==> src/rtl/sdt_pkg.sv <==
// shared types and constants for the sorted descending table
package sdt_pkg;

  localparam int CAPACITY = 16;
  localparam int FILL_W   = $clog2(CAPACITY + 1);
  localparam int VAL_W    = 32;
  localparam int CNT_W    = 5;

  typedef enum logic [1:0] {
    OP_INSERT = 2'd0,
    OP_SEARCH = 2'd1,
    OP_DELETE = 2'd2,
    OP_CLEAR  = 2'd3
  } op_t;

  typedef enum logic [1:0] {
    ST_DONE = 2'd0,
    ST_MISS = 2'd1,
    ST_FULL = 2'd2
  } status_t;

  typedef enum logic {
    S_IDLE,
    S_EXEC
  } state_t;

  // controller to datapath commands
  typedef struct packed {
    logic load;
    logic exec;
  } dp_cmd_t;

  // low bits of the fill count, zero-extended when the count is narrow
  function automatic logic [CNT_W-1:0] count_bits(input logic [FILL_W-1:0] f);
    logic [FILL_W+CNT_W-1:0] wide;
    wide = {{CNT_W{1'b0}}, f};
    return wide[CNT_W-1:0];
  endfunction

endpackage

==> src/rtl/sdt_ctrl.sv <==
// controller state machine for the sorted descending table
module sdt_ctrl import sdt_pkg::*; (
  input  logic    clk,
  input  logic    rst_n,
  input  logic    start,
  output logic    busy,
  output logic    out_valid,
  output dp_cmd_t cmd
);

  state_t state_r, state_nxt;
  logic   valid_r, valid_nxt;

  always_ff @(posedge clk) begin
    if (!rst_n) begin
      state_r <= S_IDLE;
      valid_r <= 1'b0;
    end else begin
      state_r <= state_nxt;
      valid_r <= valid_nxt;
    end
  end

  always_comb begin
    state_nxt = state_r;
    valid_nxt = 1'b0;
    cmd       = '0;
    busy      = 1'b0;
    unique case (state_r)
      S_IDLE: begin
        if (start) begin
          cmd.load  = 1'b1;
          state_nxt = S_EXEC;
        end
      end
      S_EXEC: begin
        busy      = 1'b1;
        cmd.exec  = 1'b1;
        valid_nxt = 1'b1;
        state_nxt = S_IDLE;
      end
      default: state_nxt = S_IDLE;
    endcase
  end

  assign out_valid = valid_r;

endmodule

==> src/rtl/sdt_datapath.sv <==
// compare-and-shift cell array, fill count and result registers
module sdt_datapath import sdt_pkg::*; (
  input  logic                    clk,
  input  logic                    rst_n,
  input  dp_cmd_t                 cmd,
  input  logic [1:0]              in_op,
  input  logic signed [VAL_W-1:0] in_value,
  output logic [1:0]              out_status,
  output logic [CNT_W-1:0]        out_entry_count
);

  logic signed [VAL_W-1:0] slots_r [CAPACITY];
  logic signed [VAL_W-1:0] ins_val [CAPACITY];
  logic signed [VAL_W-1:0] del_val [CAPACITY];
  logic [FILL_W-1:0]       fill_r, fill_nxt;
  op_t                     op_r;
  logic signed [VAL_W-1:0] value_r;
  status_t                 status_r, status_nxt;
  logic [CNT_W-1:0]        count_r;
  logic [CAPACITY-1:0]     gt, eq;
  logic                    full, found, do_ins, do_del;

  // per-cell compares against the request value
  always_comb begin
    for (int i = 0; i < CAPACITY; i++) begin
      gt[i] = (FILL_W'(i) < fill_r) && (slots_r[i] > value_r);
      eq[i] = (FILL_W'(i) < fill_r) && (slots_r[i] == value_r);
    end
  end

  // greater entries form a prefix, so equal entries sit right after it
  genvar g;
  generate
    for (g = 0; g < CAPACITY; g++) begin : g_cell
      if (g == 0) begin : g_first
        assign ins_val[g] = gt[g] ? slots_r[g] : value_r;
      end else begin : g_rest
        assign ins_val[g] = gt[g]     ? slots_r[g]   :
                            gt[g - 1] ? value_r      : slots_r[g - 1];
      end
      if (g == CAPACITY - 1) begin : g_last
        assign del_val[g] = slots_r[g];
      end else begin : g_inner
        assign del_val[g] = gt[g] ? slots_r[g] : slots_r[g + 1];
      end
    end
  endgenerate

  assign full  = (fill_r == FILL_W'(CAPACITY));
  assign found = |eq;

  always_comb begin
    fill_nxt   = fill_r;
    status_nxt = ST_DONE;
    do_ins     = 1'b0;
    do_del     = 1'b0;
    unique case (op_r)
      OP_INSERT: begin
        if (full) begin
          status_nxt = ST_FULL;
        end else begin
          do_ins   = 1'b1;
          fill_nxt = fill_r + 1'b1;
        end
      end
      OP_SEARCH: begin
        if (!found) status_nxt = ST_MISS;
      end
      OP_DELETE: begin
        if (!found) begin
          status_nxt = ST_MISS;
        end else begin
          do_del   = 1'b1;
          fill_nxt = fill_r - 1'b1;
        end
      end
      OP_CLEAR: fill_nxt = '0;
      default:  fill_nxt = fill_r;
    endcase
  end

  always_ff @(posedge clk) begin
    if (!rst_n) begin
      fill_r <= '0;
    end else if (cmd.exec) begin
      fill_r <= fill_nxt;
    end
  end

  always_ff @(posedge clk) begin
    if (cmd.load) begin
      op_r    <= op_t'(in_op);
      value_r <= in_value;
    end
    if (cmd.exec) begin
      status_r <= status_nxt;
      count_r  <= count_bits(fill_nxt);
      for (int i = 0; i < CAPACITY; i++) begin
        if (do_ins) slots_r[i] <= ins_val[i];
        else if (do_del) slots_r[i] <= del_val[i];
      end
    end
  end

  assign out_status      = status_r;
  assign out_entry_count = count_r;

endmodule

==> src/rtl/sorted_descending_table.sv <==
// top level of the sorted descending table
// holds up to CAPACITY (package constant, 16) signed 32-bit values in
// descending order and serves insert, search, delete-first-match and clear
// requests. an item is taken when start is high and busy is low; every item
// gives exactly one result, shown for one cycle with out_valid high. the
// receiver cannot stall, so results must be taken when they appear. each
// item is handled by capturing the request, then by the compare-and-shift
// pass over all cells, which runs in parallel and does not depend on how full
// the table is. busy is high during that pass, so a new item is not taken
// until it is over, and the result of one item is on the outputs in the
// cycle the next item is taken.
// out_status: 0 done or found, 1 not found, 2 table full (insert refused);
// out_entry_count: low five bits of the number of values after the request
module sorted_descending_table import sdt_pkg::*; (
  input  logic                    clk,
  input  logic                    rst_n,
  // request channel
  input  logic                    start,
  output logic                    busy,
  input  logic [1:0]              in_op,
  input  logic signed [VAL_W-1:0] in_value,
  // result channel
  output logic                    out_valid,
  output logic [1:0]              out_status,
  output logic [CNT_W-1:0]        out_entry_count
);

  // command bundle from the controller
  dp_cmd_t cmd;

  // sequences capture, execute and the result strobe
  sdt_ctrl u_ctrl (
    .clk       (clk),
    .rst_n     (rst_n),
    .start     (start),
    .busy      (busy),
    .out_valid (out_valid),
    .cmd       (cmd)
  );

  // the table cells, fill count and result registers
  sdt_datapath u_dp (
    .clk             (clk),
    .rst_n           (rst_n),
    .cmd             (cmd),
    .in_op           (in_op),
    .in_value        (in_value),
    .out_status      (out_status),
    .out_entry_count (out_entry_count)
  );

endmodule
==> config.mk <==
export PLATFORM = sky130hd
export DESIGN_NAME = sorted_descending_table
export DESIGN_NICKNAME = d
export VERILOG_FILES = /design/src/rtl/sdt_pkg.sv /design/src/rtl/sdt_ctrl.sv /design/src/rtl/sdt_datapath.sv /design/src/rtl/sorted_descending_table.sv
export SDC_FILE = /design/constraint.sdc
export NUM_CORES = 2
export LEC_CHECK = 0
export BUFFER_PORTS_ARGS = -buffer_cell sky130_fd_sc_hd__buf_2
export CORE_MARGIN = 5
export CORE_UTILIZATION = 45
export CTS_CLUSTER_SIZE = 20
export DETAILED_ROUTE_END_ITERATION = 8
export GPL_ROUTABILITY_DRIVEN = 0
export PLACE_DENSITY = 0.6
export SLEW_MARGIN = 20
export SYNTH_ARGS = -nofsm -noshare
export SYNTH_HDL_FRONTEND = slang
export SYNTH_SLANG_ARGS = --single-unit
export TNS_END_PERCENT = 10
==> constraint.sdc <==
create_clock -name clk -period 8.7 [get_ports clk]
set_input_delay 0.435 -clock clk [delete_from_list [all_inputs] [get_ports clk]]
set_output_delay 0.435 -clock clk [all_outputs]
set_load 0.005 [all_outputs]
# [After elaboration in Yosys (flattened, before gate mapping)]
# Memories as Yosys holds them, arrays and structs flattened.
# Index checks and enable logic that the tools add are counted.
[word_totals] register_bits=48 ram_bits=512 out_inout_bits=9 elab_cells=197 memories=1
[classes] add_sub_neg=2 order_cmp=32 eq_ne=20 n_mux=83 n_bitwise=17 n_reduce_logical=35
[mem_list] name="u_dp.slots_r" depth=16 word_bits=32 read_ports=16 rd_clocked_by_memory_dff=0 write_ports=16 line_no="sdt_datapath.sv:12" text="logic signed [VAL_W-1:0] slots_r [CAPACITY];"
[op_table] operator="$mux W32" count=62
[op_table] operator="$eq A32 B32 Y1" count=16
[op_table] operator="$gt A32 B32 Y1" count=16
[op_table] operator="$lt A4 B5 Y1 const A" count=8
[op_table] operator="$logic_and A1 B1 Y1" count=32
[op_table] operator="$lt A3 B5 Y1 const A" count=4
[op_table] operator="$or A1 B1 Y1" count=16
[op_table] operator="$reduce_or A16 Y1" count=1
[op_table] operator="$mux W1" count=15
[op_table] operator="$pmux W5 S3" count=1
[op_table] operator="$lt A1 B5 Y1 const A" count=2
[op_table] operator="$lt A2 B5 Y1 const A" count=2
[op_table] operator="$mux W5" count=2
[op_table] operator="$add A5 B1 Y5 const B" count=1
[op_table] operator="$eq A5 B5 Y1 const B" count=1
[op_table] operator="$sub A5 B1 Y5 const B" count=1
[op_table] operator="$eq A2 B2 Y1 const B" count=2
[op_table] operator="$pmux W2 S2" count=1
[op_table] operator="$eq A2 B1 Y1 const B" count=1
[op_table] operator="$logic_not A2 Y1" count=1
[op_table] operator="$mux W2" count=1
[op_table] operator="$pmux W1 S2" count=1
[op_table] operator="$reduce_or A2 Y1" count=1
[op_table] operator="$not A1 Y1" count=1

# [Longest topological paths before layout]
# An unclocked memory read counts as a cell.
[depth] depth_word=11 depth_mapped=15 depth_no_buf=11

# [Cells and area by module]
# From an unflattened synthesis, not the netlist that was laid out.
[unflattened] cells_unflattened=4080 hier_area_um2=41352.2
[by_module_without_submodules] mod="sdt_datapath" n_inst=1 cells_per_inst=4073 area_per_inst_um2=41270.8 seq_area_each_um2=16706.0
[by_module_without_submodules] mod="sdt_ctrl" n_inst=1 cells_per_inst=7 area_per_inst_um2=81.3 seq_area_each_um2=40.0

# [Worst setup path after synthesis]
# No wires, ideal clock.
[synth_path] kind="reg-to-reg" start="reg u_dp.value_r[26]" end="mem u_dp.slots_r[15][0], enable pin" setup_ns=0.480 arrival_time_ns=5.034 t_required_ns=8.220 setup_slack_ns=3.186 path_stages_with_launch=12 path_buffers=2 period_less_slack_ns=5.514 cell_sequence="edfxtp_1 > clkbuf_1 > clkbuf_1 > inv_1 > ha_1 > nand4_1 > or4_1 > o221ai_1 > a221oi_1 > nor2_1 > a21oi_1 > a311oi_1"
[synth_lines] element="from (decl)" line_no="sdt_datapath.sv:17" text="logic signed [VAL_W-1:0] value_r;"
[synth_lines] element="from (signal assigned)" line_no="sdt_datapath.sv:93" text="value_r <= in_value;"
[synth_lines] element="to (decl)" line_no="sdt_datapath.sv:12"

==> results_tabular.tex <==
\begin{tabular}{lr}
\hline
Metric & Value \\
\hline
\multicolumn{2}{l}{\textbf{Synthesis}} \\
\quad Synthesized netlist net count & 4,301 \\
\quad Number of instances in the synthesized netlist & 3,744 \\
\quad Count of distinct cell types in the synthesized netlist & 76 \\
\quad Mean area per synthesized cell & 10.58 sq um \\
\quad Count of flip-flops with a built-in enable after synthesis & 553 \\
\quad Post-synthesis instance area & 39,600 sq um \\
\quad Flops \& latches, synth & 560 \\
\quad Share of async-settable or async-resettable flops after synthesis & 0\% \\
\quad Most used DFF post-synth & sky130\_fd\_sc\_hd\_\_edfxtp\_1 \\
\quad Sequential area share after synthesis & 42.29\% \\
\quad Warnings from Yosys & 0 \\
\multicolumn{2}{l}{\textbf{STA}} \\
\quad Final setup viols & 0 \\
\quad Worst clock skew & 0.02613 ns \\
\quad Hold Slack & 0.02882 ns \\
\quad Min cycle time layout & 6.155 ns \\
\quad Worst-Margin Slew & 1.186 ns \\
\quad Accumulated negative setup slack & 0 ns \\
\quad FMAX & 162.5 MHz \\
\quad Count of final max-slew check failures & 0 \\
\quad Hold Fails Final Rpt & 0 \\
\quad Share of the clock period used by the worst path & 70.75\% \\
\quad Unrepaired setup endpoints after global routing & false \\
\quad Normalized max-slew margin & 20.91\% \\
\multicolumn{2}{l}{\textbf{Placement}} \\
\quad Total half-perimeter wirelength after legalization and detailed placement & 82,960 um \\
\quad \# placed instances & 4,784 \\
\quad Port-buffer cells & 45 \\
\multicolumn{2}{l}{\textbf{CTS}} \\
\quad Worst-Skew Late Latency & 0.61 ns \\
\quad Master cell of the clock root buffer & sky130\_fd\_sc\_hd\_\_clkbuf\_16 \\
\quad CTS tree & yes \\
\quad \# Post-CTS Setup Buffers & 0 \\
\quad Sink count of the clock tree & 560 \\
\quad Clock-pin slew on the worst setup and hold paths & 0.06 ns \\
\quad TritonCTS buffer count & 68 \\
\quad H-tree level count & 3 \\
\quad Maximum count of clock buffers along a single path & 3 \\
\multicolumn{2}{l}{\textbf{Worst hold path}} \\
\quad Min-delay src & in\_value[23] \\
\quad Hold Path Depth & 1 \\
\quad Worst Hold Class & input port to flip-flop \\
\quad End of the worst hold path & u\_dp.value\_r[23]\$\_DFFE\_PP\_ \\
\multicolumn{2}{l}{\textbf{Detailed routing}} \\
\quad Initial DRT Pass Iterations & 5 \\
\quad Drt first-iter violations & 2,461 \\
\quad Count of antenna-violating nets left after detailed routing & 0 \\
\quad Routed wire length per instance & 22.66 um \\
\quad Vias per Instance & 5.892 \\
\quad Number of remaining DRC errors & 0 \\
\quad Total wire length & 111,500 um \\
\quad Via count & 28.98k \\
\multicolumn{2}{l}{\textbf{Floorplanning}} \\
\quad Core Region & 87,020 sq um \\
\quad Number of cell rows & 108 \\
\quad Die Span Y & 306.6 um \\
\quad Die Area & 94,030 sq um \\
\quad Starting utilization of the core area & 45.50\% \\
\quad Count of pins on the block boundary & 46 \\
\quad Die W & 306.6 um \\
\multicolumn{2}{l}{\textbf{Global route}} \\
\quad Total global routing track utilization & 22.94\% \\
\quad Largest net degree at the start of global routing & 261 \\
\quad Final global-route overflow total & 0 \\
\quad Wire length of the first global-routing pass & 170,900 um \\
\quad Vias in the first global route & 28.69k \\
\quad Number of antenna violations at the first check in global routing & 0 \\
\multicolumn{2}{l}{\textbf{Setup path}} \\
\quad Setup slack of the most critical reg-to-reg path & 2.54 ns \\
\quad Critical path startpoint & u\_dp.value\_r[16]\$\_DFFE\_PP\_ \\
\quad Critical Path Sink Type & flip-flop \\
\quad Worst Path Class, Setup & flip-flop to flip-flop \\
\quad Worst-path fanout max & 260 \\
\quad Required time at the worst-slack endpoint & 8.99 ns \\
\quad Endpoint of the lowest-slack register-to-register path & u\_dp.slots\_r[1][25]\$\_DFFE\_PP\_ \\
\quad Launching element type of the critical path & flip-flop \\
\quad Startpoint of the most critical register-to-register path & u\_dp.value\_r[16]\$\_DFFE\_PP\_ \\
\quad Reg2reg path depth & 10 \\
\quad Data arrival time of the worst path & 6.44 ns \\
\multicolumn{2}{l}{\textbf{Status}} \\
\quad Run status & complete, no violations \\
\multicolumn{2}{l}{\textbf{Power and ir drop}} \\
\quad Areal power density over the cells & 146.8 nW/um\^{}2 \\
\quad Static leakage power & 18.09 nW \\
\quad Logic gate share of total power & 9.1\% \\
\quad Switching power & 1.565 mW \\
\quad Worst VDD drop & 0.1549 mV \\
\quad Clock share of power & 42.4\% \\
\quad Switching share of power & 24.74\% \\
\quad Pwr Total & 6.327 mW \\
\quad Internal power consumption & 4.762 mW \\
\quad Part of the power in registers & 48.5\% \\
\multicolumn{2}{l}{\textbf{Cells and area}} \\
\quad Area occupied by multi-input gates & 21,580 sq um \\
\quad Sequential cell area & 16,750 sq um \\
\quad Fraction of layout instances using a drive strength above 1 & 7.094\% \\
\quad Number of antenna diodes & 0 \\
\quad Area overhead of the layout relative to synthesis & 8.837\% \\
\quad Non-filler cells, final & 4,919 \\
\quad Post-layout nets & 4,281 \\
\quad End-of-flow core utilization & 49.53\% \\
\quad Filler instances & 7,988 \\
\multicolumn{2}{l}{\textbf{Flow run}} \\
\quad \# Max-Cap Violations & 0 \\
\hline
\end{tabular}
-- flip-flops by register name (all words and copies together), names as in the netlist --
name / flops
u_dp.slots_r: 512
u_dp.value_r: 32
u_dp.fill_r: 5
u_dp.out_entry_count: 5
u_dp.op_r: 2
u_dp.out_status: 2
u_ctrl.out_valid: 1
u_ctrl.state_r: 1
-- repair_timing --
action	CTS	global route
hold buffers	23	0
gates resized for setup	0	0
hold endpoints to repair	23	0
-- logic make-up (layout without fill, tap and decap cells) --
family,Yosys count,in the layout,share of synthesized area [%]
DFF,560,560,42.29
adders and majority gates,520,520,16.43
muxes,467,467,11.91
xor gates and xnor gates,1,1,0.02212
AOI/OAI and AO/OA,1022,1022,15.43
and+or+nand+nor,876,876,10.26
buffers and inverters,298,318,3.672
-- synth_stat cells, drive strengths merged, types with 7 or more instances --
cell type / count / area share [%]
dfxtp: 7 / 0.35
nand4: 131 / 2.1
nor3: 10 / 0.15
buf: 140 / 2.2
a21oi: 156 / 2.0
o21ai: 531 / 6.7
nor2b: 45 / 0.71
nand2: 518 / 4.9
nor2: 68 / 0.64
ha: 520 / 16
o22a: 14 / 0.31
a32oi: 14 / 0.31
o211ai: 19 / 0.39
or2: 7 / 0.11
and4: 9 / 0.20
nand4b: 7 / 0.15
mux2: 32 / 0.91
a21o: 177 / 3.4
mux2i: 435 / 11
edfxtp: 553 / 42
inv: 74 / 0.70
a211oi: 13 / 0.27
nand3: 29 / 0.38
clkbuf: 84 / 0.80
or3: 7 / 0.11
nor4: 17 / 0.28
o21a: 33 / 0.63
-- area by class of cell --
cell class              instances  area share (%)
clock inverters                18          0.1858
flip-flops and latches        560           38.86
inverters                      74          0.6445
well taps                    1155           3.353
clock buffers                  92           4.471
multi-input cells            2886           50.08
repair buffers                134           2.415
-- routing by layer --
metal  up-vias  part of all wire (%)  GRT usage [%]
li1      14174                     -              -
met1     13925                    46          31.37
met2       708                    46          37.76
met3       176                   4.5          2.884
met4         0                   3.7          8.299
met5         -                     0              0
-- metrics by stage --
| stage | instance area [sq um] | setup WS [ns] |
|---|---|---|
| floorplan | 39600 | 3.186 |
| global placement | 40810 | 2.711 |
| detailed placement | 40810 | 2.649 |
| CTS | 43040 | 2.668 |
| global route | 43100 | 2.479 |
| finish | 43100 | 2.545 |
-- critical path, stage by stage, from the launching register on --
cell	delay, ns
sky130_fd_sc_hd__edfxtp_1	0.96
sky130_fd_sc_hd__inv_1	0.71
sky130_fd_sc_hd__ha_1	0.51
sky130_fd_sc_hd__nand4_1	0.11
sky130_fd_sc_hd__nor4_1	0.75
sky130_fd_sc_hd__nand4_1	0.39
sky130_fd_sc_hd__o221ai_1	0.29
sky130_fd_sc_hd__nor2_1	0.20
sky130_fd_sc_hd__a311oi_4	0.66
sky130_fd_sc_hd__buf_12	0.70
sky130_fd_sc_hd__o21ai_0	0.24
-- how the worst max path moves through the flow --
stage | endpoint | depth (start not counted)
after floorplan | u_dp.slots_r[15][0]$_DFFE_PP_ | 11
final | u_dp.slots_r[1][25]$_DFFE_PP_ | 10
after global placement | u_dp.slots_r[0][4]$_DFFE_PP_ | 12
after CTS | u_dp.slots_r[0][17]$_DFFE_PP_ | 12
after detailed placement | u_dp.slots_r[0][17]$_DFFE_PP_ | 12
after global routing | u_dp.slots_r[14][9]$_DFFE_PP_ | 13
-- power groups by stage --
stage	clock network [mW]	logic, mW	registers [mW]
after global placement	0	0.548	3.12
after floorplan	0	0.388	3.09
final	2.68	0.574	3.07
after global routing	2.84	0.643	3.07
after detailed placement	0	0.560	3.12
after CTS	2.73	0.572	3.07
-- cells in the final DEF, fill, tap and decap left out, types with 6 or more instances in the layout --
| master | n |
|---|---|
| sky130_fd_sc_hd__dlygate4sd3_1 | 23 |
| sky130_fd_sc_hd__nor2b_4 | 10 |
| sky130_fd_sc_hd__or3_1 | 7 |
| sky130_fd_sc_hd__a211oi_1 | 11 |
| sky130_fd_sc_hd__o2111ai_1 | 6 |
| sky130_fd_sc_hd__nor3_1 | 8 |
| sky130_fd_sc_hd__nand4b_1 | 7 |
| sky130_fd_sc_hd__nor4_1 | 16 |
| sky130_fd_sc_hd__o21ai_1 | 427 |
| sky130_fd_sc_hd__a21oi_1 | 154 |
| sky130_fd_sc_hd__a21o_1 | 177 |
| sky130_fd_sc_hd__buf_2 | 45 |
| sky130_fd_sc_hd__dfxtp_1 | 7 |
| sky130_fd_sc_hd__nor2_1 | 64 |
| sky130_fd_sc_hd__o211ai_1 | 17 |
| sky130_fd_sc_hd__or2_2 | 7 |
| sky130_fd_sc_hd__nand3_1 | 28 |
| sky130_fd_sc_hd__a32oi_1 | 14 |
| sky130_fd_sc_hd__ha_1 | 520 |
| sky130_fd_sc_hd__mux2i_1 | 435 |
| sky130_fd_sc_hd__o22a_1 | 14 |
| sky130_fd_sc_hd__clkbuf_16 | 72 |
| sky130_fd_sc_hd__nand2_1 | 518 |
| sky130_fd_sc_hd__nand4_1 | 130 |
| sky130_fd_sc_hd__mux2_2 | 32 |
| sky130_fd_sc_hd__clkinv_2 | 6 |
| sky130_fd_sc_hd__o22ai_1 | 6 |
| sky130_fd_sc_hd__edfxtp_1 | 553 |
| sky130_fd_sc_hd__o31a_1 | 6 |
| sky130_fd_sc_hd__o21ai_0 | 103 |
| sky130_fd_sc_hd__nor2b_1 | 34 |
| sky130_fd_sc_hd__clkbuf_1 | 15 |
| sky130_fd_sc_hd__and4_1 | 9 |
| sky130_fd_sc_hd__o21a_1 | 33 |
| sky130_fd_sc_hd__inv_1 | 74 |
| sky130_fd_sc_hd__nand3b_1 | 6 |
| sky130_fd_sc_hd__buf_4 | 60 |
| sky130_fd_sc_hd__clkinv_1 | 11 |
Power figures use the tool's default switching activity.
